### config.mk
export PLATFORM = sky130hd
export DESIGN_NAME = io_port_disk_uart_controller_top_flat
export DESIGN_NICKNAME = d
export VERILOG_FILES = /design/src/rtl/iopdu_pkg.sv /design/src/rtl/iopdu_if.sv /design/src/rtl/iopdu_rx_fifo.sv /design/src/rtl/io_port_disk_uart_controller_top.sv /design/src/flat_wrapper.sv
export SDC_FILE = /design/constraint.sdc
export NUM_CORES = 2
export LEC_CHECK = 0
export ABC_CLOCK_PERIOD_IN_PS = 15600
export BUFFER_PORTS_ARGS = -buffer_cell sky130_fd_sc_hd__buf_2
export CELL_PAD_IN_SITES_DETAIL_PLACEMENT = 0
export CELL_PAD_IN_SITES_GLOBAL_PLACEMENT = 1
export CORE_MARGIN = 2
export CORE_UTILIZATION = 61
export CTS_BUF_LIST = sky130_fd_sc_hd__clkbuf_8
export CTS_CLUSTER_SIZE = 8
export DETAILED_ROUTE_END_ITERATION = 8
export GPL_ROUTABILITY_DRIVEN = 1
export GPL_TIMING_DRIVEN = 0
export PLACE_DENSITY_LB_ADDON = 0.1
export SKIP_LAST_GASP = 1
export SYNTH_ARGS = -nofsm -noshare
export SYNTH_HDL_FRONTEND = slang
export SYNTH_HIERARCHICAL = 1
export SYNTH_SLANG_ARGS = --single-unit
### constraint.sdc
create_clock -name clock -period 15.6 [get_ports clock]
set_clock_uncertainty 0.15 [all_clocks]
set_input_delay 3.12 -clock clock [delete_from_list [all_inputs] [get_ports clock]]
set_output_delay 3.12 -clock clock [all_outputs]
set_load 0.02 [all_outputs]
### src/rtl/iopdu_pkg.sv
// ----------------------------------------------------------------------------
// iopdu_pkg
// Types, codes and the fixed drive geometry of the disk/uart i/o port device.
// ----------------------------------------------------------------------------
`default_nettype none

package iopdu_pkg;

   // item modes
   localparam logic [1:0] MODE_BUS_READ  = 2'd0;
   localparam logic [1:0] MODE_BUS_WRITE = 2'd1;
   localparam logic [1:0] MODE_UART_RX   = 2'd2;
   localparam logic [1:0] MODE_XFER_DONE = 2'd3;

   // bus ports
   localparam logic [3:0] PORT_STATUS    = 4'd0;
   localparam logic [3:0] PORT_DRIVE     = 4'd1;
   localparam logic [3:0] PORT_TRACK     = 4'd2;
   localparam logic [3:0] PORT_SECT_LO   = 4'd3;
   localparam logic [3:0] PORT_SECT_HI   = 4'd4;
   localparam logic [3:0] PORT_OFF_LO    = 4'd5;
   localparam logic [3:0] PORT_OFF_HI    = 4'd6;
   localparam logic [3:0] PORT_SEG_LO    = 4'd7;
   localparam logic [3:0] PORT_SEG_HI    = 4'd8;
   localparam logic [3:0] PORT_UART_ST   = 4'd9;
   localparam logic [3:0] PORT_UART_DATA = 4'd10;
   localparam logic [3:0] PORT_NMI_OFF   = 4'd11;

   // disk commands
   localparam logic [7:0] CMD_READ  = 8'h00;
   localparam logic [7:0] CMD_WRITE = 8'h01;

   // disk status codes
   localparam logic [7:0] ST_READY = 8'h00;
   localparam logic [7:0] ST_ERROR = 8'h01;
   localparam logic [7:0] ST_READ  = 8'h02;
   localparam logic [7:0] ST_WRITE = 8'h04;
   localparam logic [7:0] ST_BUSY  = 8'h80;

   localparam logic [7:0] RDATA_UNMAPPED = 8'hff;
   localparam logic [7:0] ICHAR_RESET    = 8'd17;

   // configuration port
   localparam int unsigned CSR_ADDR_W = 3;
   localparam int unsigned CSR_DATA_W = 32;
   localparam logic        CSR_IDX_ICHAR = 1'b0;

   // sectors per track
   localparam int unsigned SPT_W = 15;
   localparam logic [SPT_W-1:0] SPT_FLOPPY = 15'd26;
   localparam logic [SPT_W-1:0] SPT_HD     = 15'd128;
   localparam logic [SPT_W-1:0] SPT_BIG    = 15'd16484;

   typedef enum logic {
      ST_IDLE,
      ST_EXEC
   } state_type;

   typedef struct packed {
      logic [1:0] mode;
      logic [3:0] port;
      logic [7:0] wdata;
      logic       tx_ready;
      logic       done_ok;
   } req_payload_type;

   typedef struct packed {
      logic [7:0]  rdata;
      logic        tx_valid;
      logic [7:0]  tx_byte;
      logic        nmi_raise;
      logic        nmi_lower;
      logic        xfer_request;
      logic        xfer_write;
      logic [7:0]  xfer_drive;
      logic [31:0] xfer_lba;
      logic [20:0] xfer_dma_addr;
   } rsp_payload_type;

   typedef struct packed {
      logic push;
      logic pop;
   } fifo_ctl_type;

   typedef struct packed {
      logic nonempty;
      logic full;
   } fifo_stat_type;

   function automatic logic [SPT_W-1:0] geometry(input logic [3:0] drive);
      logic [SPT_W-1:0] spt;
      case (drive) inside
         [4'd0:4'd3]:  spt = SPT_FLOPPY;
         [4'd8:4'd11]: spt = SPT_HD;
         4'd15:        spt = SPT_BIG;
         default:      spt = '0;
      endcase
      return spt;
   endfunction

endpackage

`default_nettype wire

### src/rtl/iopdu_if.sv
// ----------------------------------------------------------------------------
// iopdu channel interfaces
// Valid/ready channels for the request and response beats.
// ----------------------------------------------------------------------------
`default_nettype none

interface iopdu_req_if;
   logic                      valid;
   logic                      ready;
   iopdu_pkg::req_payload_type payload;

   modport source (output valid, output payload, input ready);
   modport sink   (input valid, input payload, output ready);
endinterface

interface iopdu_rsp_if;
   logic                      valid;
   logic                      ready;
   iopdu_pkg::rsp_payload_type payload;

   modport source (output valid, output payload, input ready);
   modport sink   (input valid, input payload, output ready);
endinterface

`default_nettype wire

### src/rtl/iopdu_rx_fifo.sv
// ----------------------------------------------------------------------------
// iopdu_rx_fifo
// Uart receive fifo: byte memory with head/tail pointers and a fill count,
// read data registered from the tail entry every cycle.
// ----------------------------------------------------------------------------
`default_nettype none

module iopdu_rx_fifo #(
   parameter int unsigned DEPTH = 256
) (
   input  wire logic                     clock,
   input  wire logic                     reset,
   input  wire iopdu_pkg::fifo_ctl_type  ctl,
   input  wire logic [7:0]               wdata,
   output      logic [7:0]               rdata,
   output      iopdu_pkg::fifo_stat_type stat
);

   localparam int unsigned IDX_W = $clog2(DEPTH);
   localparam int unsigned CNT_W = $clog2(DEPTH + 1);
   localparam logic [IDX_W-1:0] LAST_IDX = IDX_W'(DEPTH - 1);
   localparam logic [CNT_W-1:0] FULL_CNT = CNT_W'(DEPTH);

   logic [7:0]       mem [DEPTH];
   logic [7:0]       rdata_ff;
   logic [IDX_W-1:0] head_ff, head_in;
   logic [IDX_W-1:0] tail_ff, tail_in;
   logic [CNT_W-1:0] count_ff, count_in;
   logic             do_push, do_pop;

   assign stat.nonempty = (count_ff != '0);
   assign stat.full     = (count_ff == FULL_CNT);
   assign do_push       = ctl.push && !stat.full;
   assign do_pop        = ctl.pop && stat.nonempty;
   assign rdata         = rdata_ff;

   always_comb begin
      head_in  = head_ff;
      tail_in  = tail_ff;
      count_in = count_ff;
      if (do_push) begin
         head_in = (head_ff == LAST_IDX) ? '0 : head_ff + 1'b1;
      end
      if (do_pop) begin
         tail_in = (tail_ff == LAST_IDX) ? '0 : tail_ff + 1'b1;
      end
      if (do_push && !do_pop) begin
         count_in = count_ff + 1'b1;
      end else if (do_pop && !do_push) begin
         count_in = count_ff - 1'b1;
      end
   end

   always_ff @(posedge clock) begin
      if (reset) begin
         head_ff  <= '0;
         tail_ff  <= '0;
         count_ff <= '0;
      end else begin
         head_ff  <= head_in;
         tail_ff  <= tail_in;
         count_ff <= count_in;
      end
   end

   // storage: one write, one registered read at the tail
   always_ff @(posedge clock) begin
      if (do_push) begin
         mem[head_ff] <= wdata;
      end
      rdata_ff <= mem[tail_ff];
   end

endmodule

`default_nettype wire

### src/rtl/io_port_disk_uart_controller_top.sv
// ----------------------------------------------------------------------------
// io_port_disk_uart_controller_top
// 8088 i/o port device: disk command/status registers, dma address and lba
// generation, uart transmit pass-through and a uart receive fifo.
// ----------------------------------------------------------------------------
//  channel   dir  handshake          carries
//  req_chan  in   valid/ready        mode, port, wdata, tx_ready, done_ok
//  rsp_chan  out  valid/ready        bus read data, tx, nmi, transfer request
//  csr_*     in   apb, pready high   interrupt_char at byte address 0
//
//  each item is accepted, then executed with the fifo tail byte read from
//  its memory in the accept cycle through a registered memory read.
//  the result sits in an output register; a new beat is accepted while it
//  waits, but execution stalls until the previous result has been taken.
//  synchronous reset clears control and register state but item_ff and rsp_ff.
// ----------------------------------------------------------------------------
`default_nettype none

module io_port_disk_uart_controller_top #(
   parameter int unsigned RX_DEPTH    = 256,
   parameter int unsigned DRIVE_COUNT = 16
) (
   input  wire logic                             clock,
   input  wire logic                             reset,
   iopdu_req_if.sink                             req_chan,
   iopdu_rsp_if.source                           rsp_chan,
   input  wire logic                             csr_psel,
   input  wire logic                             csr_penable,
   input  wire logic                             csr_pwrite,
   input  wire logic [iopdu_pkg::CSR_ADDR_W-1:0] csr_paddr,
   input  wire logic [iopdu_pkg::CSR_DATA_W-1:0] csr_pwdata,
   output      logic [iopdu_pkg::CSR_DATA_W-1:0] csr_prdata,
   output      logic                             csr_pready
);

   iopdu_pkg::state_type       state_ff, state_in;
   iopdu_pkg::req_payload_type item_ff;
   iopdu_pkg::rsp_payload_type rsp_ff, rsp_in;
   iopdu_pkg::fifo_ctl_type    fifo_ctl;
   iopdu_pkg::fifo_stat_type   fifo_stat;

   logic        rsp_valid_ff;
   logic        req_ready;
   logic        commit;
   logic [7:0]  fifo_rdata;
   logic [7:0]  ichar_ff;
   logic [7:0]  status_ff, status_in;
   logic [7:0]  drive_ff, drive_in;
   logic [7:0]  track_ff, track_in;
   logic [15:0] sector_ff, sector_in;
   logic [15:0] offset_ff, offset_in;
   logic [15:0] segment_ff, segment_in;

   logic                        drive_known;
   logic                        is_busy;
   logic [iopdu_pkg::SPT_W-1:0] spt;
   logic [22:0]                 lba_prod;
   logic [31:0]                 lba;
   logic [20:0]                 dma_addr;

   // ------------------------------------------------------------ csr port
   assign csr_pready = 1'b1;
   assign csr_prdata = (csr_paddr[2] == iopdu_pkg::CSR_IDX_ICHAR) ?
                       iopdu_pkg::CSR_DATA_W'(ichar_ff) : '0;

   always_ff @(posedge clock) begin
      if (reset) begin
         ichar_ff <= iopdu_pkg::ICHAR_RESET;
      end else if (csr_psel && csr_penable && csr_pwrite && csr_pready &&
                   csr_paddr[2] == iopdu_pkg::CSR_IDX_ICHAR) begin
         ichar_ff <= csr_pwdata[7:0];
      end
   end

   // ------------------------------------------------------------ sequencer
   assign req_chan.ready   = req_ready;
   assign rsp_chan.valid   = rsp_valid_ff;
   assign rsp_chan.payload = rsp_ff;

   always_comb begin
      state_in  = state_ff;
      req_ready = 1'b0;
      commit    = 1'b0;
      case (state_ff)
         iopdu_pkg::ST_IDLE: begin
            req_ready = 1'b1;
            if (req_chan.valid) begin
               state_in = iopdu_pkg::ST_EXEC;
            end
         end
         iopdu_pkg::ST_EXEC: begin
            // wait for the output register to free up
            if (!rsp_valid_ff || rsp_chan.ready) begin
               commit   = 1'b1;
               state_in = iopdu_pkg::ST_IDLE;
            end
         end
         default: begin
            state_in = iopdu_pkg::ST_IDLE;
         end
      endcase
   end

   always_ff @(posedge clock) begin
      if (reset) begin
         state_ff <= iopdu_pkg::ST_IDLE;
      end else begin
         state_ff <= state_in;
      end
   end

   always_ff @(posedge clock) begin
      if (req_chan.valid && req_ready) begin
         item_ff <= req_chan.payload;
      end
   end

   // ------------------------------------------------------------ datapath
   assign is_busy     = (status_ff & iopdu_pkg::ST_BUSY) != '0;
   assign drive_known = ({1'b0, drive_ff} < 9'(DRIVE_COUNT)) && (drive_ff < 8'd16);
   assign spt         = drive_known ? iopdu_pkg::geometry(drive_ff[3:0]) : '0;
   assign lba_prod    = 23'(track_ff) * 23'(spt);
   assign lba         = 32'(lba_prod) + 32'(sector_ff) - 32'd1;
   assign dma_addr    = 21'({segment_ff, 4'b0000}) + 21'(offset_ff);

   always_comb begin
      rsp_in     = '0;
      fifo_ctl   = '0;
      status_in  = status_ff;
      drive_in   = drive_ff;
      track_in   = track_ff;
      sector_in  = sector_ff;
      offset_in  = offset_ff;
      segment_in = segment_ff;
      case (item_ff.mode)
         iopdu_pkg::MODE_BUS_READ: begin
            case (item_ff.port)
               iopdu_pkg::PORT_STATUS: begin
                  rsp_in.rdata = status_ff;
               end
               iopdu_pkg::PORT_UART_ST: begin
                  rsp_in.rdata = {6'b000000, item_ff.tx_ready, fifo_stat.nonempty};
               end
               iopdu_pkg::PORT_UART_DATA: begin
                  // popping an empty fifo reads zero
                  fifo_ctl.pop = 1'b1;
                  rsp_in.rdata = fifo_stat.nonempty ? fifo_rdata : 8'h00;
               end
               default: begin
                  rsp_in.rdata = iopdu_pkg::RDATA_UNMAPPED;
               end
            endcase
         end
         iopdu_pkg::MODE_BUS_WRITE: begin
            case (item_ff.port)
               iopdu_pkg::PORT_STATUS: begin
                  if (!is_busy) begin
                     if (item_ff.wdata == iopdu_pkg::CMD_READ ||
                         item_ff.wdata == iopdu_pkg::CMD_WRITE) begin
                        status_in = iopdu_pkg::ST_BUSY |
                                    ((item_ff.wdata == iopdu_pkg::CMD_WRITE) ?
                                     iopdu_pkg::ST_WRITE : iopdu_pkg::ST_READ);
                        rsp_in.xfer_request  = 1'b1;
                        rsp_in.xfer_write    = (item_ff.wdata == iopdu_pkg::CMD_WRITE);
                        rsp_in.xfer_drive    = drive_ff;
                        rsp_in.xfer_lba      = lba;
                        rsp_in.xfer_dma_addr = dma_addr;
                     end else begin
                        status_in = iopdu_pkg::ST_ERROR;
                     end
                  end
               end
               iopdu_pkg::PORT_DRIVE:   drive_in = item_ff.wdata;
               iopdu_pkg::PORT_TRACK:   track_in = item_ff.wdata;
               iopdu_pkg::PORT_SECT_LO: sector_in = {sector_ff[15:8], item_ff.wdata};
               iopdu_pkg::PORT_SECT_HI: sector_in = {item_ff.wdata, sector_ff[7:0]};
               iopdu_pkg::PORT_OFF_LO:  offset_in = {offset_ff[15:8], item_ff.wdata};
               iopdu_pkg::PORT_OFF_HI:  offset_in = {item_ff.wdata, offset_ff[7:0]};
               iopdu_pkg::PORT_SEG_LO:  segment_in = {segment_ff[15:8], item_ff.wdata};
               iopdu_pkg::PORT_SEG_HI:  segment_in = {item_ff.wdata, segment_ff[7:0]};
               iopdu_pkg::PORT_UART_DATA: begin
                  rsp_in.tx_valid = 1'b1;
                  rsp_in.tx_byte  = item_ff.wdata;
               end
               iopdu_pkg::PORT_NMI_OFF: begin
                  rsp_in.nmi_lower = 1'b1;
               end
               default: begin
               end
            endcase
         end
         iopdu_pkg::MODE_UART_RX: begin
            if (item_ff.wdata == ichar_ff) begin
               rsp_in.nmi_raise = 1'b1;
            end else begin
               // dropped by the fifo when full
               fifo_ctl.push = 1'b1;
            end
         end
         iopdu_pkg::MODE_XFER_DONE: begin
            if (is_busy) begin
               status_in = (item_ff.done_ok && drive_known) ?
                           iopdu_pkg::ST_READY : iopdu_pkg::ST_ERROR;
            end
         end
         default: begin
         end
      endcase
      if (!commit) begin
         fifo_ctl = '0;
      end
   end

   always_ff @(posedge clock) begin
      if (reset) begin
         status_ff  <= iopdu_pkg::ST_READY;
         drive_ff   <= '0;
         track_ff   <= '0;
         sector_ff  <= '0;
         offset_ff  <= '0;
         segment_ff <= '0;
      end else if (commit) begin
         status_ff  <= status_in;
         drive_ff   <= drive_in;
         track_ff   <= track_in;
         sector_ff  <= sector_in;
         offset_ff  <= offset_in;
         segment_ff <= segment_in;
      end
   end

   // output register
   always_ff @(posedge clock) begin
      if (reset) begin
         rsp_valid_ff <= 1'b0;
      end else if (commit) begin
         rsp_valid_ff <= 1'b1;
      end else if (rsp_chan.ready) begin
         rsp_valid_ff <= 1'b0;
      end
   end

   always_ff @(posedge clock) begin
      if (commit) begin
         rsp_ff <= rsp_in;
      end
   end

   iopdu_rx_fifo #(
      .DEPTH (RX_DEPTH)
   ) u_rx_fifo (
      .clock (clock),
      .reset (reset),
      .ctl   (fifo_ctl),
      .wdata (item_ff.wdata),
      .rdata (fifo_rdata),
      .stat  (fifo_stat)
   );

`ifndef ASSERT_OFF
   a_busy_after_request: assert property (@(posedge clock) disable iff (reset)
      commit && rsp_in.xfer_request |=> (status_ff & iopdu_pkg::ST_BUSY) != '0)
      else $error("disk not busy after a transfer request");

   a_commit_fills_output: assert property (@(posedge clock) disable iff (reset)
      commit |=> rsp_valid_ff)
      else $error("executed item left no response beat");

   a_no_accept_while_exec: assert property (@(posedge clock) disable iff (reset)
      state_ff == iopdu_pkg::ST_EXEC |-> !req_ready)
      else $error("request accepted while an item executes");

   a_full_implies_nonempty: assert property (@(posedge clock) disable iff (reset)
      fifo_stat.full |-> fifo_stat.nonempty)
      else $error("fifo full and empty at once");
`endif

endmodule

`default_nettype wire
### src/flat_wrapper.sv
// flat-port wrapper written by rule: the top's interface ports become plain ports
module io_port_disk_uart_controller_top_flat 
#(
   parameter int unsigned RX_DEPTH    = 256,
   parameter int unsigned DRIVE_COUNT = 16
)
  (clock, reset, csr_psel, csr_penable, csr_pwrite, csr_paddr, csr_pwdata, csr_prdata, csr_pready, req_chan_valid, req_chan_payload, req_chan_ready, rsp_chan_valid, rsp_chan_payload, rsp_chan_ready);
  iopdu_req_if req_chan_i ();
  iopdu_rsp_if rsp_chan_i ();
  input  wire logic clock;
  input  wire logic reset;
  input  wire logic csr_psel;
  input  wire logic csr_penable;
  input  wire logic csr_pwrite;
  input  wire logic [iopdu_pkg::CSR_ADDR_W-1:0] csr_paddr;
  input  wire logic [iopdu_pkg::CSR_DATA_W-1:0] csr_pwdata;
  output      logic [iopdu_pkg::CSR_DATA_W-1:0] csr_prdata;
  output      logic csr_pready;
  input wire logic [$bits(req_chan_i.valid)-1:0] req_chan_valid;
  input wire logic [$bits(req_chan_i.payload)-1:0] req_chan_payload;
  output wire logic [$bits(req_chan_i.ready)-1:0] req_chan_ready;
  output wire logic [$bits(rsp_chan_i.valid)-1:0] rsp_chan_valid;
  output wire logic [$bits(rsp_chan_i.payload)-1:0] rsp_chan_payload;
  input wire logic [$bits(rsp_chan_i.ready)-1:0] rsp_chan_ready;
  assign req_chan_i.valid = req_chan_valid;
  assign req_chan_i.payload = req_chan_payload;
  assign req_chan_ready = req_chan_i.ready;
  assign rsp_chan_valid = rsp_chan_i.valid;
  assign rsp_chan_payload = rsp_chan_i.payload;
  assign rsp_chan_i.ready = rsp_chan_ready;
  io_port_disk_uart_controller_top #(.RX_DEPTH(RX_DEPTH), .DRIVE_COUNT(DRIVE_COUNT)) u_core (.clock(clock), .reset(reset), .req_chan(req_chan_i), .rsp_chan(rsp_chan_i), .csr_psel(csr_psel), .csr_penable(csr_penable), .csr_pwrite(csr_pwrite), .csr_paddr(csr_paddr), .csr_pwdata(csr_pwdata), .csr_prdata(csr_prdata), .csr_pready(csr_pready));
endmodule
Yosys cells after proc, flatten, opt, wreduce, memory -nomap -nowiden
Memories as Yosys holds them, arrays and structs flattened. A register that Yosys moved wholly into a read port is not among the register bits.
Index checks and enable logic that the tools add are counted.

cells by class
  add/subtract/negate cells = 7
  multiply operators = 1
  div/mod/pow operators = 0
  $lt $le $gt $ge = 6
  equal/unequal tests = 23
  shift operators = 0
  muxes and demuxes = 40
  bitwise gates (word level) = 11
  reductions and logical operators = 38

operators by type and width
  kind                     number
  $pmux W16 S2             3
  $mux W8                  8
  $mux W63                 1
  $mux W15                 4
  $sub A32 B1 Y32 const B  1
  $mux W9                  3
  $add A23 B16 Y24         1
  $pmux W8 S3              1
  $reduce_and A4 Y1        6
  $mul A8 B15 Y23          1
  $add A20 B16 Y21         1
  $eq A4 B4 Y1 const B     5
  $add A8 B1 Y8 const B    2
  $eq A4 B3 Y1 const B     4
  $eq A8 B8 Y1 const B     2
  $lt A8 B5 Y1 const B     2
  $mux W1                  16
  $pmux W8 S2              1
  $logic_and A1 B1 Y1      12
  $not A1 Y1               11
  $add A9 B1 Y9 const B    1
  $eq A9 B9 Y1 const B     1
  $reduce_and A3 Y1        3
  $reduce_bool A9 Y1       1
  26 further kinds         35

word-level totals
  flip-flop bits (word level) = 205
  latch bits = 0
  memory bits (writable) = 2048
  memory bits (read-only) = 0
  word-level logic and storage cells = 158
  memories kept = 1

memory list
  memory                depth  width  rd ports  clocked after Yosys merged registers in  wr ports  line                 text
  u_core.u_rx_fifo.mem  256    8      1         1                                        1         iopdu_rx_fifo.sv:24  logic [7:0] mem [DEPTH];

Depth between registers and ports, before layout
  depth after elaboration = 10
  mapped depth = 24

Cells and area by module
Netlist, hierarchy kept.

by module, submodules not included
  module                            times used  cells an instance  area an instance (um2)  sequential area each (um2)
  iopdu_rx_fifo                     1           3915               81463.1                 62159.6
  io_port_disk_uart_controller_top  1           1043               10327.4                 4294.1

Worst setup path after synthesis
Ideal clock, no wire load.

  path kind = register to register
  start = reg u_core/item_ff[3] in the netlist's numbering
  end = reg u_core.u_rx_fifo.count_ff[8]
  library setup time = 70 ps
  arrival = 6694 ps
  required time = 15380 ps
  path slack = 8686 ps
  cell stages (with the launch flop) = 18
  path buffers = 2
  cell sequence = edfxtp_1 > clkbuf_1 > xor2_1 > nor4_1 > a2111oi_0 > nand2_1 > inv_1 > clkbuf_1 > ha_1 > inv_1 > ha_1 > a21oi_1 > a21boi_0 > o21ai_0 > a21oi_1 > xnor2_1 > or3_1 > a21oi_1

RTL lines
  item                    line                                     text
  start, declared         io_port_disk_uart_controller_top.sv:37   iopdu_pkg::req_payload_type item_ff;
  start signal, assigned  io_port_disk_uart_controller_top.sv:114  item_ff <= req_chan.payload;
  end signal, assigned    iopdu_rx_fifo.sv:62                      count_ff <= count_in;
  end, declared           iopdu_rx_fifo.sv:28                      logic [CNT_W-1:0] count_ff, count_in;

==> impl_summary.log <==
INFO  metric port_buffers = 123
INFO  metric grt_first_pass_wirelength = between 400000 and 500000 um
INFO  metric tritoncts.num_buffers = around 370
INFO  metric setup_slack = between 8000 and 9000 ps
INFO  metric layout.area.seq = between 0.06 and 0.07 sq mm
INFO  metric layout.filler_cells = ~10000
INFO  metric rsz0062_at_grt = no
INFO  metric final_layout_size_suffix_gt1_frac = 0.224
INFO  metric detailedPlace.worstSlack = between 7000 and 8000 ps
INFO  metric worstPathRequired = 16110 ps
INFO  metric route.detailed.drc = 5
INFO  metric path_class = reg2reg
INFO  metric initial_core_util = 0.614
INFO  metric grt_pass1_vias = approximately 52000
INFO  metric detail_route.wl_per_cell = around 44 um
INFO  metric clock_insertion_delay_worst_skew = between 1000 and 1500 ps
INFO  metric highest_achievable_clock_rate = ~140 MHz
INFO  metric drt_iter0_markers = 11052
INFO  metric core = 0.150 sq mm
INFO  metric critical_path.slowest_cell = sky130_fd_sc_hd__edfxtp_1
INFO  metric nets = around 5800
INFO  metric tightest_slew = between 1500 and 2000 ps
INFO  metric failed_checks = DRC, capacitance limit, slew limit
INFO  metric global_route.overflow_total = 0
INFO  metric timing.hold.worst_path_depth = 2
INFO  metric ir_worst_vdd = roughly 0.11 mV
INFO  metric max_cap_viol_count = 8
INFO  metric cpLargestDelayFamily = buffers and inverters
INFO  metric antenna_violations_before_repair = 27
INFO  metric slew_violations = between 80 and 90
INFO  metric cts_post_setup_buffers_inserted = 0
INFO  metric detail-route-antenna-nets = 0
INFO  metric count_of_buffering_cells_on_the_critical_path_with_inverters_included = 7
INFO  metric report.final.setup_viol = 0
INFO  metric routabilityCongestion = between 1 and 1.5
INFO  metric min_path_type = reg2reg
INFO  metric critical_path_end_type = flop
INFO  metric clock_sinks = ~2300
INFO  metric detail_route.vias_per_cell = 7.30
INFO  metric timing.final.hold_violations = 0
INFO  metric clock_tree.htree_level_count = 5
INFO  metric period_share = 0.465
INFO  metric route.final.wire_length = 342000 um
INFO  metric synth.cell_area = between 0.09 and 0.1 sq mm
INFO  metric worst-path-stages = 13
INFO  metric powerDensity = approximately 110 mW/mm^2
INFO  metric multi_input_area = 0.0229 sq mm
INFO  metric pin_count = 175
INFO  metric route.vias.total = ~57000
INFO  metric die_height = slightly below 400 um
INFO  metric hold_buf_cts = 0
INFO  metric ctsLongestPathBuffers = 4
INFO  metric critical_path_cell_by_cell = buf_16 -> buf_16 -> clkbuf_1 -> xor2_1 -> nor4_1 -> a2111oi_1 -> buf_2 -> nand2_1 -> inv_1 -> clkbuf_1 -> nand3_1 -> clkbuf_2 -> nor2_1
INFO  metric drt-pass1-iter-count = 9
INFO  metric die_w = ~390 um
INFO  metric area_growth = 12.7%
INFO  metric finalSetupTns = 0 ps
INFO  metric placement_rows = ~140
INFO  metric detailed_place_hpwl = about 220000 um
INFO  metric static_leakage = roughly 0.034 uW
INFO  metric cts.reportedPaths.clkPinSlew = 60 ps
INFO  metric tritoncts = built
INFO  metric post_synth_inst_count = 4957
INFO  metric max_stage_delay = ~1000 ps
INFO  metric grt_start_max_net_pins = 80
INFO  metric synth_warnings = 6
INFO  metric cp_max_fo = 23
INFO  metric ctsRootBufferMaster = sky130_fd_sc_hd__clkbuf_8
INFO  metric setup.worst_path.start_class = flop
INFO  metric outcome = finished with violations
INFO  metric reg2reg_depth = 13
INFO  metric synthesis.area_per_instance = approximately 19 sq um
INFO  metric grt_usage = 0.451
INFO  metric slew-limit-headroom = -0.220
INFO  metric fin_crit = just over 7000 ps
INFO  metric cp_data_arrival_time = about 8000 ps
INFO  metric ctsResizeCount = 0
INFO  metric die-area = around 0.15 sq mm
==> registers in the layout, summed over array words and instances (netlist names) <==
name                       count
u_core/drive_ff                8
u_core/sector_ff              16
u_core/status_ff               4
u_core/u_rx_fifo/rdata         8
u_core/rsp_chan.valid          1
u_core/u_rx_fifo/mem        2048
u_core/item_ff                16
u_core/offset_ff              16
u_core/segment_ff             16
u_core/u_rx_fifo/tail_ff       8
u_core/ichar_ff                8
u_core/rsp_chan.payload       75
u_core/u_rx_fifo/count_ff      9
u_core/u_rx_fifo/head_ff       8
u_core/state_ff                1
u_core/track_ff                8
==> stage by stage <==
stage	hold WS (ps)	power, uW	area (sq um)	instances	utilization
floorplan	277	6940	91900	4982	-
global placement	286	7060	95000	7121	0.635
detailed placement	293	7100	97300	7207	0.650
CTS	299	11400	103000	7788	0.691
global route	317	11700	103000	7796	0.691
finish	299	11400	103000	7827	0.691
==> area by class of cell <==
cell class / count / share of cell area
Sequential cell: 2250 / 0.642
Multi-Input combinational cell: 2313 / 0.222
Clock buffer: 376 / 0.0500
Timing Repair Buffer: 210 / 0.0277
Tap cell: 2016 / 0.0244
Buffer: 311 / 0.0207
Clock inverter: 205 / 0.00815
Inverter: 108 / 0.00396
Antenna cell: 38 / 0.000919
==> metal layers <==
layer	wire, um	up-vias	track usage
met5	661	-	0.0284
met4	30200	22	0.320
met2	145000	5897	0.631
met1	108000	28697	0.551
met3	59100	1451	0.214
li1	-	21100	-
==> path summary, 6_finish.rpt <==
kind | start | end | slack (ps)
worst min register to register | u_core/offset_ff[1]$_SDFFE_PP0P_ | u_core/offset_ff[1]$_SDFFE_PP0P_ | 300
worst max register to register | u_core/item_ff[7]$_DFFE_PP_ | u_core/u_rx_fifo/mem[173][4]$_DFFE_PP_ | 8340
worst max-delay path | u_core/item_ff[7]$_DFFE_PP_ | u_core/u_rx_fifo/mem[173][4]$_DFFE_PP_ | 8340
worst min-delay path | u_core/offset_ff[1]$_SDFFE_PP0P_ | u_core/offset_ff[1]$_SDFFE_PP0P_ | 300
==> tightest hold or removal path, stage by stage (launching register included) <==
cell                      delay [ps]
sky130_fd_sc_hd__dfxtp_1         300
sky130_fd_sc_hd__nand2_1          50
sky130_fd_sc_hd__a21oi_1          50
==> cell usage in the layout (no fill, tap or decap), types with 40 or more instances in the layout <==
| cell | n |
|---|---|
| sky130_fd_sc_hd__edfxtp_1 | 2139 |
| sky130_fd_sc_hd__mux4_1 | 60 |
| sky130_fd_sc_hd__mux4_2 | 392 |
| sky130_fd_sc_hd__fa_1 | 43 |
| sky130_fd_sc_hd__o21ai_0 | 66 |
| sky130_fd_sc_hd__buf_16 | 76 |
| sky130_fd_sc_hd__a21oi_1 | 155 |
| sky130_fd_sc_hd__inv_1 | 242 |
| sky130_fd_sc_hd__nand3_1 | 75 |
| sky130_fd_sc_hd__clkbuf_8 | 379 |
| sky130_fd_sc_hd__ha_1 | 98 |
| sky130_fd_sc_hd__buf_4 | 55 |
| sky130_fd_sc_hd__clkbuf_1 | 77 |
| sky130_fd_sc_hd__mux2i_1 | 183 |
| sky130_fd_sc_hd__buf_6 | 40 |
| sky130_fd_sc_hd__dfxtp_1 | 111 |
| sky130_fd_sc_hd__nand2_1 | 169 |
| sky130_fd_sc_hd__nor2_1 | 408 |
| sky130_fd_sc_hd__a22oi_1 | 92 |
| sky130_fd_sc_hd__buf_2 | 189 |
| sky130_fd_sc_hd__clkinv_1 | 45 |
==> report_power, final <==
part,leakage [uW],total [uW],switching [uW],internal [uW]
Sequential,0.0202,6650,16.1,6640
Clock,0.00359,4470,2250,2210
Combinational,0.0101,325,213,111
Total,0.0339,11400,2480,8960
Note: power is estimated with default switching activity, not from simulation.
